**src/mbr_pkg.sv**
```systemverilog
// Shared types, codes and the CRC-16 byte update for the Modbus RTU read master.
// No dependencies; the design modules and the testbench refer to it by scoped names.
package mbr_pkg;

  localparam int ATTEMPTS_DEFAULT = 2;
  localparam int QUEUE_DEPTH = 2;  // power of two

  localparam logic [7:0]  SLAVE_ADDR_RESET = 8'd237;
  localparam logic [7:0]  FUNC_READ_HOLDING = 8'h03;
  localparam logic [15:0] CRC_INIT = 16'hFFFF;
  localparam logic [15:0] CRC_POLY = 16'hA001;

  localparam logic [1:0] CMD_REQUEST = 2'd0;
  localparam logic [1:0] CMD_BYTE    = 2'd1;
  localparam logic [1:0] CMD_TIMEOUT = 2'd2;

  localparam logic [1:0] KIND_REQ  = 2'd0;
  localparam logic [1:0] KIND_DATA = 2'd1;
  localparam logic [1:0] KIND_STAT = 2'd2;

  localparam logic [1:0] STAT_OK        = 2'd0;
  localparam logic [1:0] STAT_BAD_FRAME = 2'd1;
  localparam logic [1:0] STAT_BAD_CRC   = 2'd2;

  localparam logic [2:0] REQ_LAST_STEP = 3'd7;
  localparam logic [2:0] REQ_CRC_STEP  = 3'd6;

  typedef enum logic {
    PH_IDLE,
    PH_WAIT
  } phase_t;

  typedef enum logic [1:0] {
    JOB_REQ,
    JOB_DATA,
    JOB_DATA_STAT,
    JOB_STAT
  } job_op_t;

  typedef struct packed {
    job_op_t     op;
    logic [7:0]  slave;
    logic [15:0] addr;
    logic [6:0]  count;
    logic [7:0]  byte_val;
    logic [1:0]  status;
  } job_t;

  typedef struct packed {
    logic full;
    logic empty;
  } q_status_t;

  function automatic logic [15:0] crc16_byte(input logic [15:0] crc, input logic [7:0] b);
    logic [15:0] c;
    c = crc ^ {8'h00, b};
    for (int k = 0; k < 8; k++) begin
      c = c[0] ? ((c >> 1) ^ CRC_POLY) : (c >> 1);
    end
    return c;
  endfunction

endpackage

```
**src/mbr_item_if.sv**
```systemverilog
// Input channel of the read master: command, request fields and one response byte.
// Uses valid/ready; no package dependency.
interface mbr_item_if;
  logic        valid;
  logic        ready;
  logic [1:0]  cmd;
  logic [15:0] reg_addr;
  logic [6:0]  reg_count;
  logic [7:0]  rx_byte;
  logic        frame_end;

  modport source (output valid, cmd, reg_addr, reg_count, rx_byte, frame_end, input ready);
  modport sink (input valid, cmd, reg_addr, reg_count, rx_byte, frame_end, output ready);
endinterface

```
**src/mbr_result_if.sv**
```systemverilog
// Result channel of the read master: request bytes, data bytes and status.
// Uses valid/ready; no package dependency.
interface mbr_result_if;
  logic       valid;
  logic       ready;
  logic [1:0] kind;
  logic [7:0] byte_val;
  logic [1:0] status;
  logic       last;

  modport source (output valid, kind, byte_val, status, last, input ready);
  modport sink (input valid, kind, byte_val, status, last, output ready);
endinterface

```
**src/mbr_cfg_if.sv**
```systemverilog
// Configuration write channel: slave address write data with valid/ready.
// No package dependency.
interface mbr_cfg_if;
  logic       valid;
  logic       ready;
  logic [7:0] data;

  modport source (output valid, data, input ready);
  modport sink (input valid, data, output ready);
endinterface

```
**src/modbus_rtu_read_master.sv**
```systemverilog
// Modbus RTU read-holding-registers master. An item is accepted in the cycle it arrives
// while the two-entry job queue has room. A request (or retry) emits 8 result items, one
// per cycle while result.ready is high, from the back end byte sequencer; a response byte
// gives 0, 1 or 2 items at one per cycle while result.ready is high.
// Synchronous reset clears transaction state, empties the queue, slave address 237.
module modbus_rtu_read_master #(
  parameter int ATTEMPTS = mbr_pkg::ATTEMPTS_DEFAULT
) (
  input  logic         clk,
  input  logic         rst,
  mbr_cfg_if.sink      cfg,
  mbr_item_if.sink     item,
  mbr_result_if.source result
);

  logic               push;
  logic               pop;
  mbr_pkg::job_t      job;
  mbr_pkg::job_t      head;
  mbr_pkg::q_status_t qs;

  mbr_front #(
    .ATTEMPTS(ATTEMPTS)
  ) u_front (
    .clk  (clk),
    .rst  (rst),
    .item (item),
    .cfg  (cfg),
    .qs   (qs),
    .push (push),
    .job  (job)
  );

  mbr_queue u_queue (
    .clk  (clk),
    .rst  (rst),
    .push (push),
    .din  (job),
    .pop  (pop),
    .head (head),
    .qs   (qs)
  );

  mbr_back u_back (
    .clk    (clk),
    .rst    (rst),
    .head   (head),
    .qs     (qs),
    .pop    (pop),
    .result (result)
  );

`ifndef SYNTHESIS
  a_no_overflow: assert property (@(posedge clk) disable iff (rst) push |-> !qs.full || pop)
    else $error("job queue overflow");

  a_no_underflow: assert property (@(posedge clk) disable iff (rst) pop |-> !qs.empty)
    else $error("job queue underflow");

  a_req_contiguous: assert property (@(posedge clk) disable iff (rst)
    (result.valid && result.ready && (result.kind == mbr_pkg::KIND_REQ) && !result.last)
    |=> (result.valid && (result.kind == mbr_pkg::KIND_REQ)))
    else $error("request bytes interrupted");

  a_status_last: assert property (@(posedge clk) disable iff (rst)
    (result.valid && (result.kind == mbr_pkg::KIND_STAT)) |-> result.last)
    else $error("status item without last");
`endif

endmodule

```
**src/mbr_front.sv**
```systemverilog
// Front end: accepts items, tracks the transaction and response checks, queues jobs.
// Depends on mbr_pkg, mbr_item_if and mbr_cfg_if.
module mbr_front #(
  parameter int ATTEMPTS = mbr_pkg::ATTEMPTS_DEFAULT
) (
  input  logic              clk,
  input  logic              rst,
  mbr_item_if.sink          item,
  mbr_cfg_if.sink           cfg,
  input  mbr_pkg::q_status_t qs,
  output logic              push,
  output mbr_pkg::job_t     job
);

  localparam int RW = (ATTEMPTS > 1) ? $clog2(ATTEMPTS) : 1;

  logic [7:0]      slave_address;
  logic [15:0]     req_address, req_address_next;
  logic [6:0]      req_count, req_count_next;
  logic [15:0]     running_crc, running_crc_next;
  logic [7:0]      rx_index, rx_index_next;
  logic            header_bad, header_bad_next;
  logic [RW-1:0]   retry_used, retry_used_next;
  mbr_pkg::phase_t phase, phase_next;

  logic        accept;
  logic [7:0]  twice;
  logic [8:0]  total;
  logic [8:0]  data_end;
  logic [7:0]  idx_inc;
  logic [15:0] crc_b;
  logic        hb_b;
  logic        is_data;
  logic        retry_can;

  function automatic logic short_bad(input logic [7:0] idx, input logic hb,
                                     input logic [7:0] tw);
    return hb || (idx < 8'd2) || ((idx == 8'd2) && (tw != 8'd0));
  endfunction

  assign item.ready = !qs.full;
  assign cfg.ready  = 1'b1;
  assign accept     = item.valid && item.ready;

  assign twice     = {req_count, 1'b0};
  assign total     = {1'b0, twice} + 9'd5;
  assign data_end  = {1'b0, twice} + 9'd3;
  assign idx_inc   = rx_index + 8'd1;
  assign crc_b     = mbr_pkg::crc16_byte(running_crc, item.rx_byte);
  assign hb_b      = header_bad
                   || ((rx_index == 8'd1) && (item.rx_byte != mbr_pkg::FUNC_READ_HOLDING))
                   || ((rx_index == 8'd2) && (item.rx_byte != twice));
  assign is_data   = (rx_index >= 8'd3) && ({1'b0, rx_index} < data_end) && !hb_b;
  assign retry_can = {1'b0, retry_used} < (RW + 1)'(ATTEMPTS - 1);

  always_comb begin
    req_address_next = req_address;
    req_count_next   = req_count;
    running_crc_next = running_crc;
    rx_index_next    = rx_index;
    header_bad_next  = header_bad;
    retry_used_next  = retry_used;
    phase_next       = phase;
    push             = 1'b0;
    job              = '0;
    job.op           = mbr_pkg::JOB_STAT;
    job.slave        = slave_address;
    job.addr         = req_address;
    job.count        = req_count;
    if (accept) begin
      case (item.cmd)
        mbr_pkg::CMD_REQUEST: begin
          req_address_next = item.reg_addr;
          req_count_next   = item.reg_count;
          retry_used_next  = '0;
          running_crc_next = mbr_pkg::CRC_INIT;
          rx_index_next    = '0;
          header_bad_next  = 1'b0;
          phase_next       = mbr_pkg::PH_WAIT;
          push             = 1'b1;
          job.op           = mbr_pkg::JOB_REQ;
          job.addr         = item.reg_addr;
          job.count        = item.reg_count;
        end
        mbr_pkg::CMD_TIMEOUT: begin
          if (phase == mbr_pkg::PH_WAIT) begin
            if (rx_index != 8'd0) begin
              push       = 1'b1;
              job.status = short_bad(rx_index, header_bad, twice) ?
                           mbr_pkg::STAT_BAD_FRAME : mbr_pkg::STAT_BAD_CRC;
              phase_next = mbr_pkg::PH_IDLE;
            end else if (retry_can) begin
              retry_used_next  = retry_used + 1'b1;
              running_crc_next = mbr_pkg::CRC_INIT;
              header_bad_next  = 1'b0;
              push             = 1'b1;
              job.op           = mbr_pkg::JOB_REQ;
            end else begin
              push       = 1'b1;
              job.status = mbr_pkg::STAT_BAD_FRAME;
              phase_next = mbr_pkg::PH_IDLE;
            end
          end
        end
        mbr_pkg::CMD_BYTE: begin
          if (phase == mbr_pkg::PH_WAIT) begin
            if (rx_index == 8'hFF) begin
              if (item.frame_end) begin
                push       = 1'b1;
                job.status = short_bad(rx_index, header_bad, twice) ?
                             mbr_pkg::STAT_BAD_FRAME : mbr_pkg::STAT_BAD_CRC;
                phase_next = mbr_pkg::PH_IDLE;
              end
            end else begin
              running_crc_next = crc_b;
              header_bad_next  = hb_b;
              rx_index_next    = idx_inc;
              job.byte_val     = item.rx_byte;
              if ({1'b0, idx_inc} == total) begin
                push       = 1'b1;
                job.status = hb_b ? mbr_pkg::STAT_BAD_FRAME :
                             ((crc_b != 16'd0) ? mbr_pkg::STAT_BAD_CRC : mbr_pkg::STAT_OK);
                phase_next = mbr_pkg::PH_IDLE;
              end else if (item.frame_end) begin
                push       = 1'b1;
                job.op     = is_data ? mbr_pkg::JOB_DATA_STAT : mbr_pkg::JOB_STAT;
                job.status = short_bad(idx_inc, hb_b, twice) ?
                             mbr_pkg::STAT_BAD_FRAME : mbr_pkg::STAT_BAD_CRC;
                phase_next = mbr_pkg::PH_IDLE;
              end else if (is_data) begin
                push   = 1'b1;
                job.op = mbr_pkg::JOB_DATA;
              end
            end
          end
        end
        default: ;
      endcase
    end
  end

  always_ff @(posedge clk) begin
    if (rst) begin
      phase         <= mbr_pkg::PH_IDLE;
      slave_address <= mbr_pkg::SLAVE_ADDR_RESET;
      req_address   <= '0;
      req_count     <= '0;
      running_crc   <= mbr_pkg::CRC_INIT;
      rx_index      <= '0;
      header_bad    <= 1'b0;
      retry_used    <= '0;
    end else begin
      phase       <= phase_next;
      req_address <= req_address_next;
      req_count   <= req_count_next;
      running_crc <= running_crc_next;
      rx_index    <= rx_index_next;
      header_bad  <= header_bad_next;
      retry_used  <= retry_used_next;
      if (cfg.valid) begin
        slave_address <= cfg.data;
      end
    end
  end

endmodule

```
**src/mbr_queue.sv**
```systemverilog
// Short job queue between the front and back ends.
// Depends on mbr_pkg for the job type and depth.
module mbr_queue (
  input  logic               clk,
  input  logic               rst,
  input  logic               push,
  input  mbr_pkg::job_t      din,
  input  logic               pop,
  output mbr_pkg::job_t      head,
  output mbr_pkg::q_status_t qs
);

  localparam int PW = (mbr_pkg::QUEUE_DEPTH > 1) ? $clog2(mbr_pkg::QUEUE_DEPTH) : 1;

  mbr_pkg::job_t entries [mbr_pkg::QUEUE_DEPTH];
  logic [PW-1:0] wr_ptr;
  logic [PW-1:0] rd_ptr;
  logic [PW:0]   count;

  assign head     = entries[rd_ptr];
  assign qs.full  = (count == (PW + 1)'(mbr_pkg::QUEUE_DEPTH));
  assign qs.empty = (count == '0);

  always_ff @(posedge clk) begin
    if (push) begin
      entries[wr_ptr] <= din;
    end
  end

  always_ff @(posedge clk) begin
    if (rst) begin
      wr_ptr <= '0;
      rd_ptr <= '0;
      count  <= '0;
    end else begin
      if (push) begin
        wr_ptr <= wr_ptr + 1'b1;
      end
      if (pop) begin
        rd_ptr <= rd_ptr + 1'b1;
      end
      if (push && !pop) begin
        count <= count + 1'b1;
      end else if (pop && !push) begin
        count <= count - 1'b1;
      end
    end
  end

endmodule

```
**src/mbr_back.sv**
```systemverilog
// Back end: expands queued jobs into result items, building request bytes and CRC.
// Depends on mbr_pkg and mbr_result_if.
module mbr_back (
  input  logic               clk,
  input  logic               rst,
  input  mbr_pkg::job_t      head,
  input  mbr_pkg::q_status_t qs,
  output logic               pop,
  mbr_result_if.source       result
);

  logic          busy;
  mbr_pkg::job_t cur;
  logic [2:0]    step;
  logic [15:0]   crc;
  logic          fire;
  logic          final_step;
  logic [7:0]    req_byte;

  assign fire = result.valid && result.ready;
  assign pop  = !qs.empty && (!busy || (fire && final_step));

  always_comb begin
    case (step)
      3'd0:    req_byte = cur.slave;
      3'd1:    req_byte = mbr_pkg::FUNC_READ_HOLDING;
      3'd2:    req_byte = cur.addr[15:8];
      3'd3:    req_byte = cur.addr[7:0];
      3'd4:    req_byte = 8'h00;
      3'd5:    req_byte = {1'b0, cur.count};
      3'd6:    req_byte = crc[7:0];
      default: req_byte = crc[15:8];
    endcase
  end

  always_comb begin
    result.valid    = busy;
    result.kind     = mbr_pkg::KIND_STAT;
    result.byte_val = 8'h00;
    result.status   = mbr_pkg::STAT_OK;
    result.last     = 1'b1;
    final_step      = 1'b1;
    case (cur.op)
      mbr_pkg::JOB_REQ: begin
        result.kind     = mbr_pkg::KIND_REQ;
        result.byte_val = req_byte;
        result.last     = (step == mbr_pkg::REQ_LAST_STEP);
        final_step      = (step == mbr_pkg::REQ_LAST_STEP);
      end
      mbr_pkg::JOB_DATA: begin
        result.kind     = mbr_pkg::KIND_DATA;
        result.byte_val = cur.byte_val;
      end
      mbr_pkg::JOB_DATA_STAT: begin
        final_step = (step == 3'd1);
        if (step == 3'd0) begin
          result.kind     = mbr_pkg::KIND_DATA;
          result.byte_val = cur.byte_val;
          result.last     = 1'b0;
        end else begin
          result.status = cur.status;
        end
      end
      default: begin
        result.status = cur.status;
      end
    endcase
  end

  always_ff @(posedge clk) begin
    if (pop) begin
      cur <= head;
      crc <= mbr_pkg::CRC_INIT;
    end else if (fire && !final_step && (cur.op == mbr_pkg::JOB_REQ)
                 && (step < mbr_pkg::REQ_CRC_STEP)) begin
      crc <= mbr_pkg::crc16_byte(crc, req_byte);
    end
  end

  always_ff @(posedge clk) begin
    if (rst) begin
      busy <= 1'b0;
      step <= '0;
    end else if (pop) begin
      busy <= 1'b1;
      step <= '0;
    end else if (fire && final_step) begin
      busy <= 1'b0;
    end else if (fire) begin
      step <= step + 3'd1;
    end
  end

endmodule

```
**src/flat_wrapper.sv**
```systemverilog
// flat-port wrapper written by rule: the top's interface ports become plain ports
module modbus_rtu_read_master_flat 
#(
  parameter int ATTEMPTS = mbr_pkg::ATTEMPTS_DEFAULT
)
  (clk, rst, cfg_valid, cfg_data, cfg_ready, item_valid, item_cmd, item_reg_addr, item_reg_count, item_rx_byte, item_frame_end, item_ready, result_valid, result_kind, result_byte_val, result_status, result_last, result_ready);
  mbr_cfg_if cfg_i ();
  mbr_item_if item_i ();
  mbr_result_if result_i ();
  input  logic clk;
  input  logic rst;
  input wire logic [$bits(cfg_i.valid)-1:0] cfg_valid;
  input wire logic [$bits(cfg_i.data)-1:0] cfg_data;
  output wire logic [$bits(cfg_i.ready)-1:0] cfg_ready;
  input wire logic [$bits(item_i.valid)-1:0] item_valid;
  input wire logic [$bits(item_i.cmd)-1:0] item_cmd;
  input wire logic [$bits(item_i.reg_addr)-1:0] item_reg_addr;
  input wire logic [$bits(item_i.reg_count)-1:0] item_reg_count;
  input wire logic [$bits(item_i.rx_byte)-1:0] item_rx_byte;
  input wire logic [$bits(item_i.frame_end)-1:0] item_frame_end;
  output wire logic [$bits(item_i.ready)-1:0] item_ready;
  output wire logic [$bits(result_i.valid)-1:0] result_valid;
  output wire logic [$bits(result_i.kind)-1:0] result_kind;
  output wire logic [$bits(result_i.byte_val)-1:0] result_byte_val;
  output wire logic [$bits(result_i.status)-1:0] result_status;
  output wire logic [$bits(result_i.last)-1:0] result_last;
  input wire logic [$bits(result_i.ready)-1:0] result_ready;
  assign cfg_i.valid = cfg_valid;
  assign cfg_i.data = cfg_data;
  assign cfg_ready = cfg_i.ready;
  assign item_i.valid = item_valid;
  assign item_i.cmd = item_cmd;
  assign item_i.reg_addr = item_reg_addr;
  assign item_i.reg_count = item_reg_count;
  assign item_i.rx_byte = item_rx_byte;
  assign item_i.frame_end = item_frame_end;
  assign item_ready = item_i.ready;
  assign result_valid = result_i.valid;
  assign result_kind = result_i.kind;
  assign result_byte_val = result_i.byte_val;
  assign result_status = result_i.status;
  assign result_last = result_i.last;
  assign result_i.ready = result_ready;
  modbus_rtu_read_master #(.ATTEMPTS(ATTEMPTS)) u_core (.clk(clk), .rst(rst), .cfg(cfg_i), .item(item_i), .result(result_i));
endmodule
```
**config.mk**
```make
export PLATFORM = sky130hd
export DESIGN_NAME = modbus_rtu_read_master_flat
export DESIGN_NICKNAME = d
export VERILOG_FILES = /design/src/mbr_pkg.sv /design/src/mbr_item_if.sv /design/src/mbr_result_if.sv /design/src/mbr_cfg_if.sv /design/src/modbus_rtu_read_master.sv /design/src/mbr_front.sv /design/src/mbr_queue.sv /design/src/mbr_back.sv /design/src/flat_wrapper.sv
export SDC_FILE = /design/constraint.sdc
export NUM_CORES = 1
export LEC_CHECK = 0
export BUFFER_PORTS_ARGS = -buffer_cell sky130_fd_sc_hd__buf_2
export CAP_MARGIN = 20
export CORE_ASPECT_RATIO = 0.6
export CORE_MARGIN = 8
export CORE_UTILIZATION = 33
export CTS_BUF_LIST = sky130_fd_sc_hd__clkbuf_8
export DETAILED_ROUTE_END_ITERATION = 12
export GPL_ROUTABILITY_DRIVEN = 0
export PLACE_DENSITY = 0.59
export REMOVE_ABC_BUFFERS = 1
export SLEW_MARGIN = 20
export SYNTH_ARGS = -nofsm -noshare
export SYNTH_HDL_FRONTEND = slang
export SYNTH_HIERARCHICAL = 1
export SYNTH_SLANG_ARGS = --single-unit
export TNS_END_PERCENT = 100
```
**constraint.sdc**
```tcl
create_clock -name clk -period 8.15 [get_ports clk]
set_clock_uncertainty 0.2 [all_clocks]
set_input_delay 0 -clock clk [delete_from_list [all_inputs] [get_ports clk]]
set_output_delay 0 -clock clk [all_outputs]
set_load 0.005 [all_outputs]
```
==> reports/results.ini <==
[worst_setup_path]
cp.arrival_ps=4510
start_kind=register
cp-end-kind=register
cp_max_fo=51
path_class=reg -> reg
cp.required_ps=8400

[global_route]
grt_start_max_net_pins=69
grt_remaining_overflow=0
grt_util_met2=0.169
track_usage=0.133
grt_pass1_vias=6601
met3_usage=0.0416
grtUsageMet1=0.206
grt_busiest_layer=met1
grt_pass1_wl_um=38200
antenna_found_initial=0

[synth]
yosysTopAreaCell=edfxtp_1
ys_types=72
ys_ff_latch=212
async_reset_ff_frac=0
synth_warnings=6
synthFlopType=edfxtp_1
synth_area_leaders=edfxtp_1, dfxtp_1, mux2_2, xnor2_1, ha_1
syn_area_um2=10100
syn-mean-instance-area_um2=11.9
synth_cells=845
yosysSeqAreaShare=0.550
yosysTopAreaCellShare=0.385
synth_edf_count=129

[placed_design]
portBuffers=61
place_area_um2=10700
hpwl_um=16300

[sta]
fmax_mhz=235
fin_crit_sh=0.523
tns_ps=0
relSlewSlack=0.308
slew_viol_final=0
worstMarginPinSlew_ps=1040
finalSetupViolations=0
period_needed_ps=4260
finalHoldViolCount=0
grt_setup_unrepaired=no

[routing]
drt_wl_total_um=24300
drtIter0Drc=560
drt-wirelength-per-cell_um=17.4
antenna_left=0
first_pass_iters=5
drc=0
vias_per_cell=4.98
vias=6956

[clock_network]
cts_tree=built
cts_root_buf=clkbuf_8
cts_buffers=36
htree_levels=2
clockBufferDepth=3
clk_latency_ps=530
path_clk_slew_ps=60
clkSinkCount=212
postCtsSetupBuffers=0

[power_and_ir_drop]
powerDensity_nw_per_um2=265
p_leak_nw=4.47
sequentialPowerShare=0.452
power.internal_mw=2.20
p_comb_frac=0.254
switching_share=0.307
vdd_ir_drop_max_uv=128
p_switching_mw=0.973
p_clk_frac=0.294

[layout]
area_delta_synth_final_pct=19.2
final_cell_mix=edfxtp_1, dfxtp_1, mux2_2
diodes=0
drive_gt1_frac=0.216
num-nets-final=1034
finish.instance_area_um2=12000
final_common_cell=edfxtp_1

[die]
die_x_um=241
rows=49
die_h_um=151
pin_count=63
start_util=0.336
die_area_um2=36500
core_um2=30000

[job]
cap_violations=0

[hold_path]
hold_path_class=in -> reg

[outcome]
status=finished, final reports clean

==> power groups by stage <==
stage	clock network (mW)	logic, mW	registers, mW
final	0.932	0.805	1.44
after global routing	1.02	0.887	1.45
after CTS	0.966	0.811	1.44
after detailed placement	0	0.784	1.46
after global placement	0	0.781	1.45
after floorplan	0	0.559	1.41
==> per-layer routing <==
| layer | share of wire | wire (um) |
|---|---|---|
| met1 | 0.52 | 12600 |
| met3 | 0.086 | 2090 |
| met5 | 0 | 0 |
| met4 | 0.018 | 442 |
| met2 | 0.38 | 9200 |
==> Yosys cell counts, types with 3 or more instances <==
cell	count
o211ai_1	8
and3_1	5
xor2_1	26
xnor2_1	45
a31oi_1	6
a311oi_1	6
a21oi_1	28
nor3_1	14
nand2_1	53
or3_1	4
inv_1	20
nor4_1	20
buf_4	9
edfxtp_1	129
dfxtp_1	83
mux2_2	74
buf_2	9
a22oi_1	3
mux2i_1	11
o31ai_1	5
a21o_1	8
and2_1	11
o21ai_0	19
nor2_1	42
ha_1	26
nor4b_1	3
nand2b_1	9
or2_2	4
nand4_1	5
a222oi_1	4
nand3_1	23
a32oi_1	4
nor2b_1	37
o21bai_1	10
a211o_1	8
clkbuf_1	26
==> registers in the layout, summed over array words and instances (netlist names), named ones only <==
name                          flops
u_core/u_back/crc                16
u_core/u_back/cur                43
u_core/u_back/result.valid        1
u_core/u_back/step                3
u_core/u_front/header_bad         1
u_core/u_front/phase              1
u_core/u_front/req_address       16
u_core/u_front/req_count          7
u_core/u_front/retry_used         1
u_core/u_front/running_crc       16
u_core/u_front/rx_index           8
u_core/u_front/slave_address      8
u_core/u_queue/count              2
u_core/u_queue/entries           86
u_core/u_queue/rd_ptr             1
u_core/u_queue/wr_ptr             1
==> metrics by stage <==
step | setup WS (ps) | util | instances | hold WS [ps] | power, mW
after floorplan | 3100 | - | 798 | -131 | 1.97
after global placement | 3850 | 0.357 | 1273 | 8.31 | 2.23
after detailed placement | 3790 | 0.357 | 1273 | 9.94 | 2.24
after CTS | 3780 | 0.400 | 1396 | 113 | 3.21
after global routing | 3500 | 0.400 | 1396 | 135 | 3.36
final | 3890 | 0.400 | 1396 | 141 | 3.17
==> critical path, cell delays in order, from the launching register on <==
cell and delay [ps]:
dfxtp_1 370, inv_1 100, ha_1 460, a311oi_1 560, a21oi_1 120, nand2b_1 480
clkinv_2 900, inv_1 210, ha_1 280, or3_1 360, a21oi_1 140
==> path summary, 6_finish.rpt <==
| path | slack [ps] | endpoint | cells past startpoint | from |
|---|---|---|---|---|
| worst max-delay path | 3890 | u_core/u_queue/count[1] | 10 | u_core/u_back/step[1] |
| worst min-delay path | 140 | u_core/u_queue/entries[1][27] | 3 | item_reg_addr[10] |
| worst max register to register | 3890 | u_core/u_queue/count[1] | 10 | u_core/u_back/step[1] |
| worst min register to register | 250 | u_core/u_queue/entries[0][33] | 0 | u_core/u_front/slave_address[0] |
==> final cells by class <==
cell class                 count  area (um^2)
clock inverter                23          130
tap                          408          510
fill                        2884        18000
sequential                   212         5540
timing repair buffer         125          931
multi-input combinational    566         4230
clock buffer                  42          578
inverter                      20         76.3
==> repair_timing <==
item,in CTS,in global routing
hold buffers,58,0
resized for setup,0,0
hold endpoints to repair,140,0
==> logic make-up after synthesis <==
logic type	count (synthesis)	synth area share
compound gates	138	0.0971
xor+xnor	73	0.0658
fa+ha+maj	26	0.0323
buf+inv	67	0.0310
flops	212	0.550
mux	86	0.0960
other cells	1	0.000373
simple gates	242	0.127
Power figures use the tool's default switching activity.
